### src/rtl/absc_pkg.sv
// Shared widths, payload type and helpers for the 2D box/circle collision core.
// Used by absc_front, absc_fifo, absc_back and the top level.
package absc_pkg;

  localparam int CW  = 32;            // coordinate width
  localparam int FB  = 16;            // fraction bits
  localparam int NW  = 18;            // normal component width
  localparam int MW  = CW + 1;        // magnitude of a coordinate difference
  localparam int HW  = (MW + 1) / 2;  // low half for split squaring
  localparam int SW  = 2 * MW + 1;    // sum of two squares
  localparam int RW  = (SW + 1) / 2;  // root width
  localparam int RMW = 2 * RW;        // sqrt working width
  localparam int DW  = RW + 1;        // signed distance before saturation
  localparam int QW  = FB + 1;        // unit quotient width

  localparam int FIFO_DEPTH = 4;
  localparam int FIFO_AW    = $clog2(FIFO_DEPTH);

  localparam logic [NW-1:0] ONE_FX     = NW'(1) << FB;
  localparam logic [NW-1:0] NEG_ONE_FX = ~ONE_FX + NW'(1);

  localparam logic [DW-1:0] DMAX = {{(DW-CW+1){1'b0}}, {(CW-1){1'b1}}};
  localparam logic [DW-1:0] DMIN = ~DMAX;

  typedef struct packed {
    logic            circ;
    logic            hit;
    logic [CW-1:0]   distance;
    logic [NW-1:0]   nx;
    logic [NW-1:0]   ny;
    logic            sx;
    logic            sy;
    logic [MW-1:0]   mx;
    logic [MW-1:0]   my;
    logic [CW-2:0]   rad;
  } front_t;

  function automatic logic [CW-1:0] sat_dist(input logic signed [DW-1:0] v);
    logic [CW-1:0] r;
    if (v > $signed(DMAX)) r = DMAX[CW-1:0];
    else if (v < $signed(DMIN)) r = DMIN[CW-1:0];
    else r = v[CW-1:0];
    return r;
  endfunction

endpackage

### src/rtl/absc_fifo.sv
// Short queue between front and back; combinational read of the head entry.
// Depends on absc_pkg.
module absc_fifo (
  input  logic             clk_i,
  input  logic             rst_ni,
  input  logic             push_i,
  input  absc_pkg::front_t wdata_i,
  output logic             full_o,
  input  logic             pop_i,
  output absc_pkg::front_t rdata_o,
  output logic             empty_o
);

  localparam int AW = absc_pkg::FIFO_AW;

  absc_pkg::front_t mem_q [absc_pkg::FIFO_DEPTH];
  logic [AW-1:0] wp_q, rp_q;
  logic [AW:0]   cnt_q;

  assign full_o  = cnt_q == (AW+1)'(absc_pkg::FIFO_DEPTH);
  assign empty_o = cnt_q == '0;
  assign rdata_o = mem_q[rp_q];

  always_ff @(posedge clk_i or negedge rst_ni) begin
    if (!rst_ni) begin
      wp_q  <= '0;
      rp_q  <= '0;
      cnt_q <= '0;
    end else begin
      if (push_i) wp_q <= (wp_q == AW'(absc_pkg::FIFO_DEPTH - 1)) ? '0 : wp_q + AW'(1);
      if (pop_i)  rp_q <= (rp_q == AW'(absc_pkg::FIFO_DEPTH - 1)) ? '0 : rp_q + AW'(1);
      if (push_i && !pop_i) cnt_q <= cnt_q + (AW+1)'(1);
      else if (pop_i && !push_i) cnt_q <= cnt_q - (AW+1)'(1);
    end
  end

  always_ff @(posedge clk_i) begin
    if (push_i) mem_q[wp_q] <= wdata_i;
  end

endmodule

### config.mk
export PLATFORM = sky130hd
export DESIGN_NAME = absc_fifo
export DESIGN_NICKNAME = d
export VERILOG_FILES = /design/src/rtl/absc_pkg.sv /design/src/rtl/absc_fifo.sv
export SDC_FILE = /design/constraint.sdc
export NUM_CORES = 1
export LEC_CHECK = 0
export BUFFER_PORTS_ARGS = -buffer_cell sky130_fd_sc_hd__buf_2
export CAP_MARGIN = 10
export CORE_MARGIN = 2
export CORE_UTILIZATION = 45
export CTS_BUF_LIST = sky130_fd_sc_hd__clkbuf_16
export CTS_CLUSTER_DIAMETER = 150
export CTS_CLUSTER_SIZE = 40
export DETAILED_ROUTE_END_ITERATION = 12
export PLACE_DENSITY_LB_ADDON = 0.08
export SYNTH_ARGS = -nofsm -noshare
export SYNTH_HDL_FRONTEND = slang
export SYNTH_SLANG_ARGS = --single-unit
### constraint.sdc
create_clock -name clk_i -period 15.7 [get_ports clk_i]
set_input_delay 1.57 -clock clk_i [delete_from_list [all_inputs] [get_ports clk_i]]
set_output_delay 1.57 -clock clk_i [all_outputs]
set_load 0.02 [all_outputs]
==> flow_metrics.env <==
export IMPL_detail_route_antenna_nets=0
export IMPL_ys_warn_count=0
export IMPL_num_vias=10600
export IMPL_hold_viol_final=0
export IMPL_finalSetupViolations=0
export IMPL_cts_buffer_depth=3
export IMPL_cts_resized=0
export IMPL_cts_buffers_inserted=21
export IMPL_slew_viol_final=0
export IMPL_synthFlopType="edfxtp_1"
export IMPL_grt_pass1_wl_mm=71.7
export IMPL_gp_congestion=0.700
export IMPL_dr_pass1_iters=4
export IMPL_gr_total_overflow=0
export IMPL_tns_ns=0
export IMPL_htree_num_levels=1
export IMPL_place_ws_ns=10.40
export IMPL_ctsHoldBuffers=0
export IMPL_wl_per_cell_um=24.6
export IMPL_drive_above_1_share=0.440
export IMPL_fin_hold_ws_ns=0.505
export IMPL_drc=0
export IMPL_path_class="flop to output pin"
export IMPL_wirelength_mm=48.4
export IMPL_vias_per_cell=5.36
export IMPL_p_total_mw=4.87
export IMPL_synth_seq_area_share=0.827
export IMPL_grt_max_degree=66
export IMPL_die_width_um=239
export IMPL_area_delta_synth_final_pct=12.4
export IMPL_finalCriticalPeriod_ns=5.71
export IMPL_io_pins=344
export IMPL_dp_hpwl_mm=29.8
export IMPL_die_area_um2=56900
export IMPL_crit_required_ns=14.13
export IMPL_cp_slowest_cell="dfrtp_4"
export IMPL_async_flop_share=0.0102
export IMPL_critPathArrivalTime_ns=4.14
export IMPL_status="complete, no violations"
export IMPL_root_buffer="clkbuf_16"
export IMPL_clkLatencyLatePin_ns=0.60
export IMPL_max_freq_ghz=0.175
export IMPL_critPathLaunchType="flop"
export IMPL_p_leak_nw=9.23
export IMPL_synth_nets=1100
export IMPL_period_share=0.364
export IMPL_drt_iter0_drc=655
export IMPL_cts_tree="yes"
export IMPL_start_util=0.458
export IMPL_fill_cells=4275
export IMPL_die_y_um=239
export IMPL_max_stage_delay_ns=1.09
export IMPL_rsz0062_at_grt="no"
export IMPL_row_count=85
export IMPL_first_global_vias=11000
export IMPL_place_area_um2=27200
export IMPL_path_clk_slew_ns=0.13
export IMPL_slew_headroom=0.312
export IMPL_crit_path_end_kind="output pin"
export IMPL_synth_edf_count=676
export IMPL_postCtsSetupRepairBufs=0
export IMPL_layout_common_cells="edfxtp_1 (676), buf_2 (343), mux4_2 (169)"
export IMPL_fin_ws_ns=9.99
export IMPL_syn_inst=920
export IMPL_cp_common_cell="buf_4"
export IMPL_design_area_um2=27800
export IMPL_cts_sinks=683
export IMPL_ir_worst_vdd_uv=116
export IMPL_syn_area_per_cell_um2=26.9
export IMPL_place_port_buffers=343
export IMPL_finalNetCount=1444
export IMPL_core_area_um2=54100
export IMPL_path_max_fanout=49
export IMPL_hold_path_class="flop to flop"
export IMPL_skew_ns=0.0588
export IMPL_tightest_slew_ns=1.03
export IMPL_synth_distinct_cells=19
export IMPL_crit_chain="buf_4 -> buf_4 -> mux4_2 -> buf_2"
export IMPL_grt_usage=0.168
export IMPL_synth_seq_cells=683
export IMPL_maxCapViolCount=0
export IMPL_syn_area_um2=24800
export IMPL_power_density_nw_per_um2=175
export IMPL_antenna_found_initial=15
export IMPL_final_common_cell="edfxtp_1"
## per-stage QoR
step,utilization,std cells
finish,0.514,1973
global route,0.514,1970
CTS,0.514,1968
detailed placement,0.503,1937
global placement,0.503,1937
floorplan,-,920
## critical path, delay by kind of cell (launching register included)
| family | cells | cell delay [ns] |
|---|---|---|
| buffers and inverters | 3 | 1.73 |
| DFF | 1 | 1.09 |
| muxes | 1 | 0.60 |
## where the power goes
part           leakage [nW]  switching (mW)  internal, mW
Sequential             6.29           0.118          2.33
Clock                 0.317           0.499         0.252
Combinational          2.62            1.01         0.666
Total                  9.23            1.62          3.25
## sequential cells by signal, indices dropped and copies added (netlist names)
name   flops
cnt_q      3
mem_q    676
rp_q       2
wp_q       2
## per-layer routing
metal | share of wire | vias up | global-route usage
met1 | 0.42 | 5656 | 0.229
met5 | 0.0026 | - | 0
met4 | 0.014 | 22 | 0.0320
li1 | - | 4632 | -
met3 | 0.072 | 54 | 0.0510
met2 | 0.50 | 207 | 0.274
## cells in the mapped netlist (all sizes together), types with 2 or more instances
cell | instances | area [um2]
edfxtp | 676 | 20300
mux4 | 169 | 3810
buf | 32 | 231
dfrtp | 7 | 175
clkbuf | 6 | 22.5
ha | 6 | 75.1
and2 | 4 | 25.0
inv | 4 | 15.0
mux2 | 3 | 33.8
nor2 | 3 | 11.3
nand2 | 2 | 7.51
o21ai | 2 | 10.0
xor2 | 2 | 17.5
## final cells by class
class                      count  area (um2)  area share
sequential                   683       20500       0.735
tap                          696         871      0.0313
inverter                       4        15.0    0.000539
clock inverter                10        68.8     0.00247
timing repair buffer         359        1840      0.0660
antenna                        5        12.5    0.000449
multi-input combinational    195        4040       0.145
clock buffer                  21         526      0.0189
## cells by family (layout without fill, tap and decap cells)
family                     count (synthesis)  after routing  share of synthesized area
DFF                                      683            683                      0.827
and+or+nand+nor                           11             11                    0.00227
other                                      0              5                          0
muxes                                    172            172                      0.155
AOI/OAI and AO/OA                          2              2                   0.000404
buffers and inverters                     42            394                     0.0109
xor gates and xnor gates                   3              3                    0.00106
adders and majority gates                  7              7                    0.00384
## worst paths after layout
| kind | start | end | slack (ns) | cells after the start |
|---|---|---|---|---|
| max | rp_q[0]$_DFFE_PN0P_ | rdata_o[98] | 9.99 | 4 |
| min | cnt_q[2]$_DFFE_PN0P_ | cnt_q[2]$_DFFE_PN0P_ | 0.50 | 1 |
| max reg2reg | wp_q[1]$_DFFE_PN0P_ | mem_q[1][94]$_DFFE_PP_ | 12.55 | 5 |
| min reg2reg | cnt_q[2]$_DFFE_PN0P_ | cnt_q[2]$_DFFE_PN0P_ | 0.50 | 1 |
| max in group asynchronous | rst_ni | rp_q[1]$_DFFE_PN0P_ | 14.73 | 1 |
| min in group asynchronous | rst_ni | cnt_q[1]$_DFFE_PN0P_ | 0.78 | 1 |
Note: power is estimated with default switching activity, not from simulation.
