===== src/rtl/absc_pkg.sv =====
// Shared widths, payload type and helpers for the 2D box/circle collision core.
// Used by absc_front, absc_fifo, absc_back and the top level.
package absc_pkg;

  localparam int CW  = 32;            // coordinate width
  localparam int FB  = 16;            // fraction bits
  localparam int NW  = 18;            // normal component width
  localparam int MW  = CW + 1;        // magnitude of a coordinate difference
  localparam int HW  = (MW + 1) / 2;  // low half for split squaring
  localparam int SW  = 2 * MW + 1;    // sum of two squares
  localparam int RW  = (SW + 1) / 2;  // root width
  localparam int RMW = 2 * RW;        // sqrt working width
  localparam int DW  = RW + 1;        // signed distance before saturation
  localparam int QW  = FB + 1;        // unit quotient width

  localparam int FIFO_DEPTH = 4;
  localparam int FIFO_AW    = $clog2(FIFO_DEPTH);

  localparam logic [NW-1:0] ONE_FX     = NW'(1) << FB;
  localparam logic [NW-1:0] NEG_ONE_FX = ~ONE_FX + NW'(1);

  localparam logic [DW-1:0] DMAX = {{(DW-CW+1){1'b0}}, {(CW-1){1'b1}}};
  localparam logic [DW-1:0] DMIN = ~DMAX;

  typedef struct packed {
    logic            circ;
    logic            hit;
    logic [CW-1:0]   distance;
    logic [NW-1:0]   nx;
    logic [NW-1:0]   ny;
    logic            sx;
    logic            sy;
    logic [MW-1:0]   mx;
    logic [MW-1:0]   my;
    logic [CW-2:0]   rad;
  } front_t;

  function automatic logic [CW-1:0] sat_dist(input logic signed [DW-1:0] v);
    logic [CW-1:0] r;
    if (v > $signed(DMAX)) r = DMAX[CW-1:0];
    else if (v < $signed(DMIN)) r = DMIN[CW-1:0];
    else r = v[CW-1:0];
    return r;
  endfunction

endpackage


===== src/rtl/absc_front.sv =====
// Front stage: accepts a query, evaluates box mode fully and clamps the circle.
// Depends on absc_pkg.
module absc_front (
  input  logic                      clk_i,
  input  logic                      rst_ni,
  input  logic                      push,
  output logic                      full,
  input  logic                      action_i,
  input  logic signed [absc_pkg::CW-1:0] a_min_x_i,
  input  logic signed [absc_pkg::CW-1:0] a_min_y_i,
  input  logic signed [absc_pkg::CW-1:0] a_max_x_i,
  input  logic signed [absc_pkg::CW-1:0] a_max_y_i,
  input  logic signed [absc_pkg::CW-1:0] b_min_x_i,
  input  logic signed [absc_pkg::CW-1:0] b_min_y_i,
  input  logic signed [absc_pkg::CW-1:0] b_max_x_i,
  input  logic signed [absc_pkg::CW-1:0] b_max_y_i,
  input  logic signed [absc_pkg::CW-1:0] center_x_i,
  input  logic signed [absc_pkg::CW-1:0] center_y_i,
  input  logic [absc_pkg::CW-2:0]        radius_i,
  input  logic                      q_full_i,
  output logic                      q_push_o,
  output absc_pkg::front_t          q_data_o
);

  localparam int CW = absc_pkg::CW;
  localparam int MW = absc_pkg::MW;

  logic             vld_q, vld_d;
  absc_pkg::front_t dat_q, dat_d;
  logic             accept;

  logic signed [MW-1:0] gx1, gx2, gy1, gy2, gx, gy, md;
  logic signed [MW-1:0] dx, dy;
  logic signed [CW-1:0] clx, cly;
  logic                 hit_b;
  logic [absc_pkg::NW-1:0] nx_b, ny_b;

  assign full     = vld_q && q_full_i;
  assign accept   = push && !full;
  assign q_push_o = vld_q && !q_full_i;
  assign q_data_o = dat_q;

  always_comb begin
    gx1 = MW'(b_min_x_i) - MW'(a_max_x_i);
    gx2 = MW'(a_min_x_i) - MW'(b_max_x_i);
    gy1 = MW'(b_min_y_i) - MW'(a_max_y_i);
    gy2 = MW'(a_min_y_i) - MW'(b_max_y_i);
    gx  = (gx1 > gx2) ? gx1 : gx2;
    gy  = (gy1 > gy2) ? gy1 : gy2;
    md  = (gx > gy) ? gx : gy;
    hit_b = md[MW-1];
    nx_b  = '0;
    ny_b  = '0;
    // -gx >= -gy is gy >= gx
    if (hit_b) begin
      if (a_min_x_i <= b_min_x_i && b_min_x_i <= a_max_x_i) begin
        if (b_max_x_i > a_max_x_i) begin
          if (gy >= gx) ny_b = (a_min_y_i >= b_min_y_i) ? absc_pkg::NEG_ONE_FX
                                                       : absc_pkg::ONE_FX;
          else nx_b = absc_pkg::ONE_FX;
        end else begin
          ny_b = (b_max_y_i > a_max_y_i) ? absc_pkg::ONE_FX : absc_pkg::NEG_ONE_FX;
        end
      end else if (b_max_x_i >= a_max_x_i) begin
        ny_b = (b_max_y_i >= a_max_y_i) ? absc_pkg::ONE_FX : absc_pkg::NEG_ONE_FX;
      end else if (b_max_y_i >= a_max_y_i) begin
        ny_b = absc_pkg::ONE_FX;
      end else if (gy >= gx) begin
        ny_b = absc_pkg::NEG_ONE_FX;
      end else begin
        nx_b = absc_pkg::NEG_ONE_FX;
      end
    end

    // clamp: at or below min first, then at or above max
    if (center_x_i <= a_min_x_i) clx = a_min_x_i;
    else if (center_x_i >= a_max_x_i) clx = a_max_x_i;
    else clx = center_x_i;
    if (center_y_i <= a_min_y_i) cly = a_min_y_i;
    else if (center_y_i >= a_max_y_i) cly = a_max_y_i;
    else cly = center_y_i;
    dx = MW'(clx) - MW'(center_x_i);
    dy = MW'(cly) - MW'(center_y_i);

    dat_d.circ     = action_i;
    dat_d.hit      = hit_b;
    dat_d.distance = absc_pkg::sat_dist(absc_pkg::DW'(md));
    dat_d.nx       = nx_b;
    dat_d.ny       = ny_b;
    dat_d.sx       = dx[MW-1];
    dat_d.sy       = dy[MW-1];
    dat_d.mx       = dx[MW-1] ? MW'(-dx) : MW'(dx);
    dat_d.my       = dy[MW-1] ? MW'(-dy) : MW'(dy);
    dat_d.rad      = radius_i;
  end

  always_comb begin
    if (accept) vld_d = 1'b1;
    else if (q_push_o) vld_d = 1'b0;
    else vld_d = vld_q;
  end

  always_ff @(posedge clk_i or negedge rst_ni) begin
    if (!rst_ni) vld_q <= 1'b0;
    else vld_q <= vld_d;
  end

  always_ff @(posedge clk_i) begin
    if (accept) dat_q <= dat_d;
  end

endmodule


===== config.mk =====
export PLATFORM = sky130hd
export DESIGN_NAME = absc_front
export DESIGN_NICKNAME = d
export VERILOG_FILES = /design/src/rtl/absc_pkg.sv /design/src/rtl/absc_front.sv
export SDC_FILE = /design/constraint.sdc
export NUM_CORES = 1
export LEC_CHECK = 0
export ABC_AREA = 1
export CORE_ASPECT_RATIO = 2
export CORE_MARGIN = 5
export CORE_UTILIZATION = 25
export DETAILED_ROUTE_END_ITERATION = 8
export DONT_BUFFER_PORTS = 1
export PLACE_DENSITY = 0.46
export SETUP_SLACK_MARGIN = 0.02
export SYNTH_ARGS = -nofsm -noshare
export SYNTH_HDL_FRONTEND = slang
export SYNTH_SLANG_ARGS = --single-unit
export TNS_END_PERCENT = 5

===== constraint.sdc =====
create_clock -name clk_i -period 18.1 [get_ports clk_i]
set_clock_uncertainty 0.2 [all_clocks]
set_input_delay 1.81 -clock clk_i [delete_from_list [all_inputs] [get_ports clk_i]]
set_output_delay 1.81 -clock clk_i [all_outputs]
set_load 0.05 [all_outputs]

==> reports/qor.txt <==
Leakage -> 14.0 nW
Cells resized by post-CTS repair -> 0
DPL Wire Length -> 94,000 microns
Fill cell count -> 11,600
Worst slew margin -> 26.2%
Arrival @ worst endpoint -> 10.55 ns
Die height -> 465 microns
Clk slew on worst S/H paths -> 0.07 ns
Critical-path maximum fanout -> 47
Drc violations -> 0
Setup violators final -> 0
Starting Density -> 25.1%
Final Max Tran Viols -> 0
Crit path largest cell delay -> 0.87 ns
Area growth syn-to-layout -> 7.74%
Worst Hold Launch -> vld_q
Crit Reg-Reg Endpoint -> q_data_o[145]
Type of the tightest min-delay check -> reg -> reg
Via density -> 4.86
GR Util met3 -> 5.35%
Max rail drop VDD -> 0.112 mV
Hold Path Stages -> 2
Initial antenna violation count -> 0
Synth Register Bits -> 138
Commonest non-fill, non-tap cell in the layout -> nand2_1
Core Region -> 103,000 sq um
# port buffers -> 0
Worst setup SP type -> primary input
Reg2reg setup slack -> 15.49 ns
Cells after synthesis -> 3,688
Met2 Use GR -> 37.4%
Primary FF master, synth -> edfxtp_1
WL/cell -> 20.7 microns
Clock sinks -> 138
Number of unique standard cell types used by synthesis -> 63
Mapped Area -> 25,900 sq um
Syn Area/Cell -> 7.03 sq um
All-Layer GR Usage -> 18.2%
TritonCTS clock tree -> built
Root Driver -> clkbuf_16
Critical path required time -> 18.12 ns
Met1 Resource Use GR -> 15.6%
Hold Fails Final Rpt -> 0
H-tree depth -> 4
Post-synth EDFFs -> 137
Total number of vias -> 24,400
Hold Path End -> vld_q
Max cap viols -> 0
Achievable Freq -> 0.0950 GHz
Total CTS buffers -> 17
Clock Tree Buf Depth -> 2
Pwr dens -> 132 nW/um^2
Placer Congestion -> 0.904
Largest net degree at the start of global routing -> 65
Nets -> 4,574
Final TNS setup -> 0 ns
Status -> completed
Total congestion overflow -> 0
Worst reg2reg startpoint -> vld_q
Hold buffers post-CTS -> 0
Synth Warn # -> 0
Final wirelength -> 104,000 microns
Layout cells sized above 1 -> 2.80%
IO Count -> 527
Critical setup path kind -> in -> reg
1st-iter DRT viols -> 785
CP max-delay cell -> or2_1
Most frequent cells in the layout -> nand2_1, inv_1, ha_1, a21oi_1, o21ai_0
GRT Max-Usage Layer -> met2
Worst-Margin Slew -> 1.10 ns
Chip width -> 238 microns
DIE AREA -> 111,000 sq um
Cell Rows -> 167
Crit end category -> flop
Unrepaired setup endpoints after global routing -> no
Number of global-route vias before repair -> 26,000
Antenna Cells -> 0
Setup Buffers After CTS -> 0
Final period utilization -> 58.1%
Most used cell, CP -> o21ai_0
Clock latency on the worst-skew pair -> 0.52 ns
Asr flop ratio synth -> 0.725%
Sequential fraction of the synthesis area -> 16.0%
Routed Antenna Nets -> 0
Drt first pass iters -> 5
Final Util -> 27.0%
Worst reg2reg path depth -> 5
Tmin final -> 10.52 ns
First-pass GRT wire length -> 151,000 microns
-- per-layer routing --
metal  wire length [microns]  share of wire, %
met2                   58100                56
met1                   34000                33
met5                       0                 0
met3                    7180               6.9
met4                    5060               4.9
-- metrics by stage --
step	power [mW]	hold WS [ns]	instance area, sq um	setup slack, ns	std cells
2_1_floorplan	2.73	0.256	26000	9.40	3719
6_report	3.68	0.338	27900	7.58	5030
5_1_grt	4.04	0.380	27900	6.62	5030
3_5_place_dp	3.34	0.343	27400	6.88	4999
4_1_cts	3.76	0.358	27900	7.48	5030
3_3_place_gp	3.33	0.331	27400	6.93	4999
-- worst max path at each step --
stage | from | depth (start not counted) | endpoint
global route | a_max_x_i[2] | 41 | q_data_o[145]
detailed placement | a_max_x_i[2] | 40 | q_data_o[136]
finish | a_max_x_i[2] | 40 | q_data_o[154]
floorplan | q_full_i | 3 | q_data_o[0]
CTS | a_max_x_i[2] | 40 | q_data_o[154]
global placement | a_max_x_i[2] | 41 | q_data_o[164]
-- sequential cells by signal (all words and copies together), names as in the netlist --
name	count
q_data_o	137
vld_q	1
-- worst max-delay path, delay by kind of cell --
kind / cells / cell delay [ns]
and+or+nand+nor: 18 / 3.28
AOI/OAI and AO/OA: 16 / 3.70
xor gates and xnor gates: 1 / 0.17
buffers and inverters: 2 / 0.47
adders and majority gates: 3 / 1.04
-- power breakdown --
part / internal (mW) / switching, mW
Sequential: 0.596 / 0.462
Combinational: 0.746 / 1.50
Clock: 0.200 / 0.177
-- final cells by class --
cell class,instances,area [sq um],area share [%]
Clock buffer,19,433,1.55
Clock inverter,12,126,0.453
Inverter,599,2250,8.05
Multi-Input combinational cell,2896,19200,68.7
Sequential cell,138,4140,14.8
Tap cell,1352,1690,6.06
Timing Repair Buffer,14,105,0.377
-- cell usage after synthesis (10+ instances only) --
| master | number | share of area (%) |
|---|---|---|
| a211oi_1 | 15 | 0.43 |
| a21boi_1 | 10 | 0.29 |
| a21o_1 | 13 | 0.38 |
| a21oi_1 | 369 | 7.1 |
| a31oi_1 | 18 | 0.43 |
| buf_2 | 11 | 0.21 |
| buf_4 | 32 | 0.93 |
| clkbuf_1 | 37 | 0.54 |
| edfxtp_1 | 137 | 16 |
| ha_1 | 546 | 26 |
| inv_1 | 591 | 8.6 |
| nand2_1 | 730 | 11 |
| nand2_2 | 13 | 0.31 |
| nand3_1 | 123 | 2.4 |
| nand3b_1 | 16 | 0.46 |
| nand4_1 | 61 | 1.5 |
| nor2_1 | 178 | 2.6 |
| nor3_1 | 48 | 0.93 |
| nor4_1 | 26 | 0.63 |
| o211ai_1 | 20 | 0.58 |
| o21a_1 | 11 | 0.32 |
| o21ai_0 | 266 | 5.1 |
| o21ai_1 | 20 | 0.39 |
| o21bai_1 | 18 | 0.52 |
| o22ai_1 | 31 | 0.75 |
| or2_2 | 15 | 0.36 |
| xnor2_1 | 91 | 3.1 |
| xor2_1 | 144 | 4.9 |
-- kinds of logic after synthesis --
| kind of cell | synth area share (%) |
|---|---|
| and+or+nand+nor | 20.5 |
| AOI/OAI and AO/OA | 18.1 |
| buffers and inverters | 10.6 |
| adders and majority gates | 26.8 |
| xor gates and xnor gates | 7.94 |
| DFF | 16.0 |
| other | 0.0145 |
(Power assumes the default switching activity.)
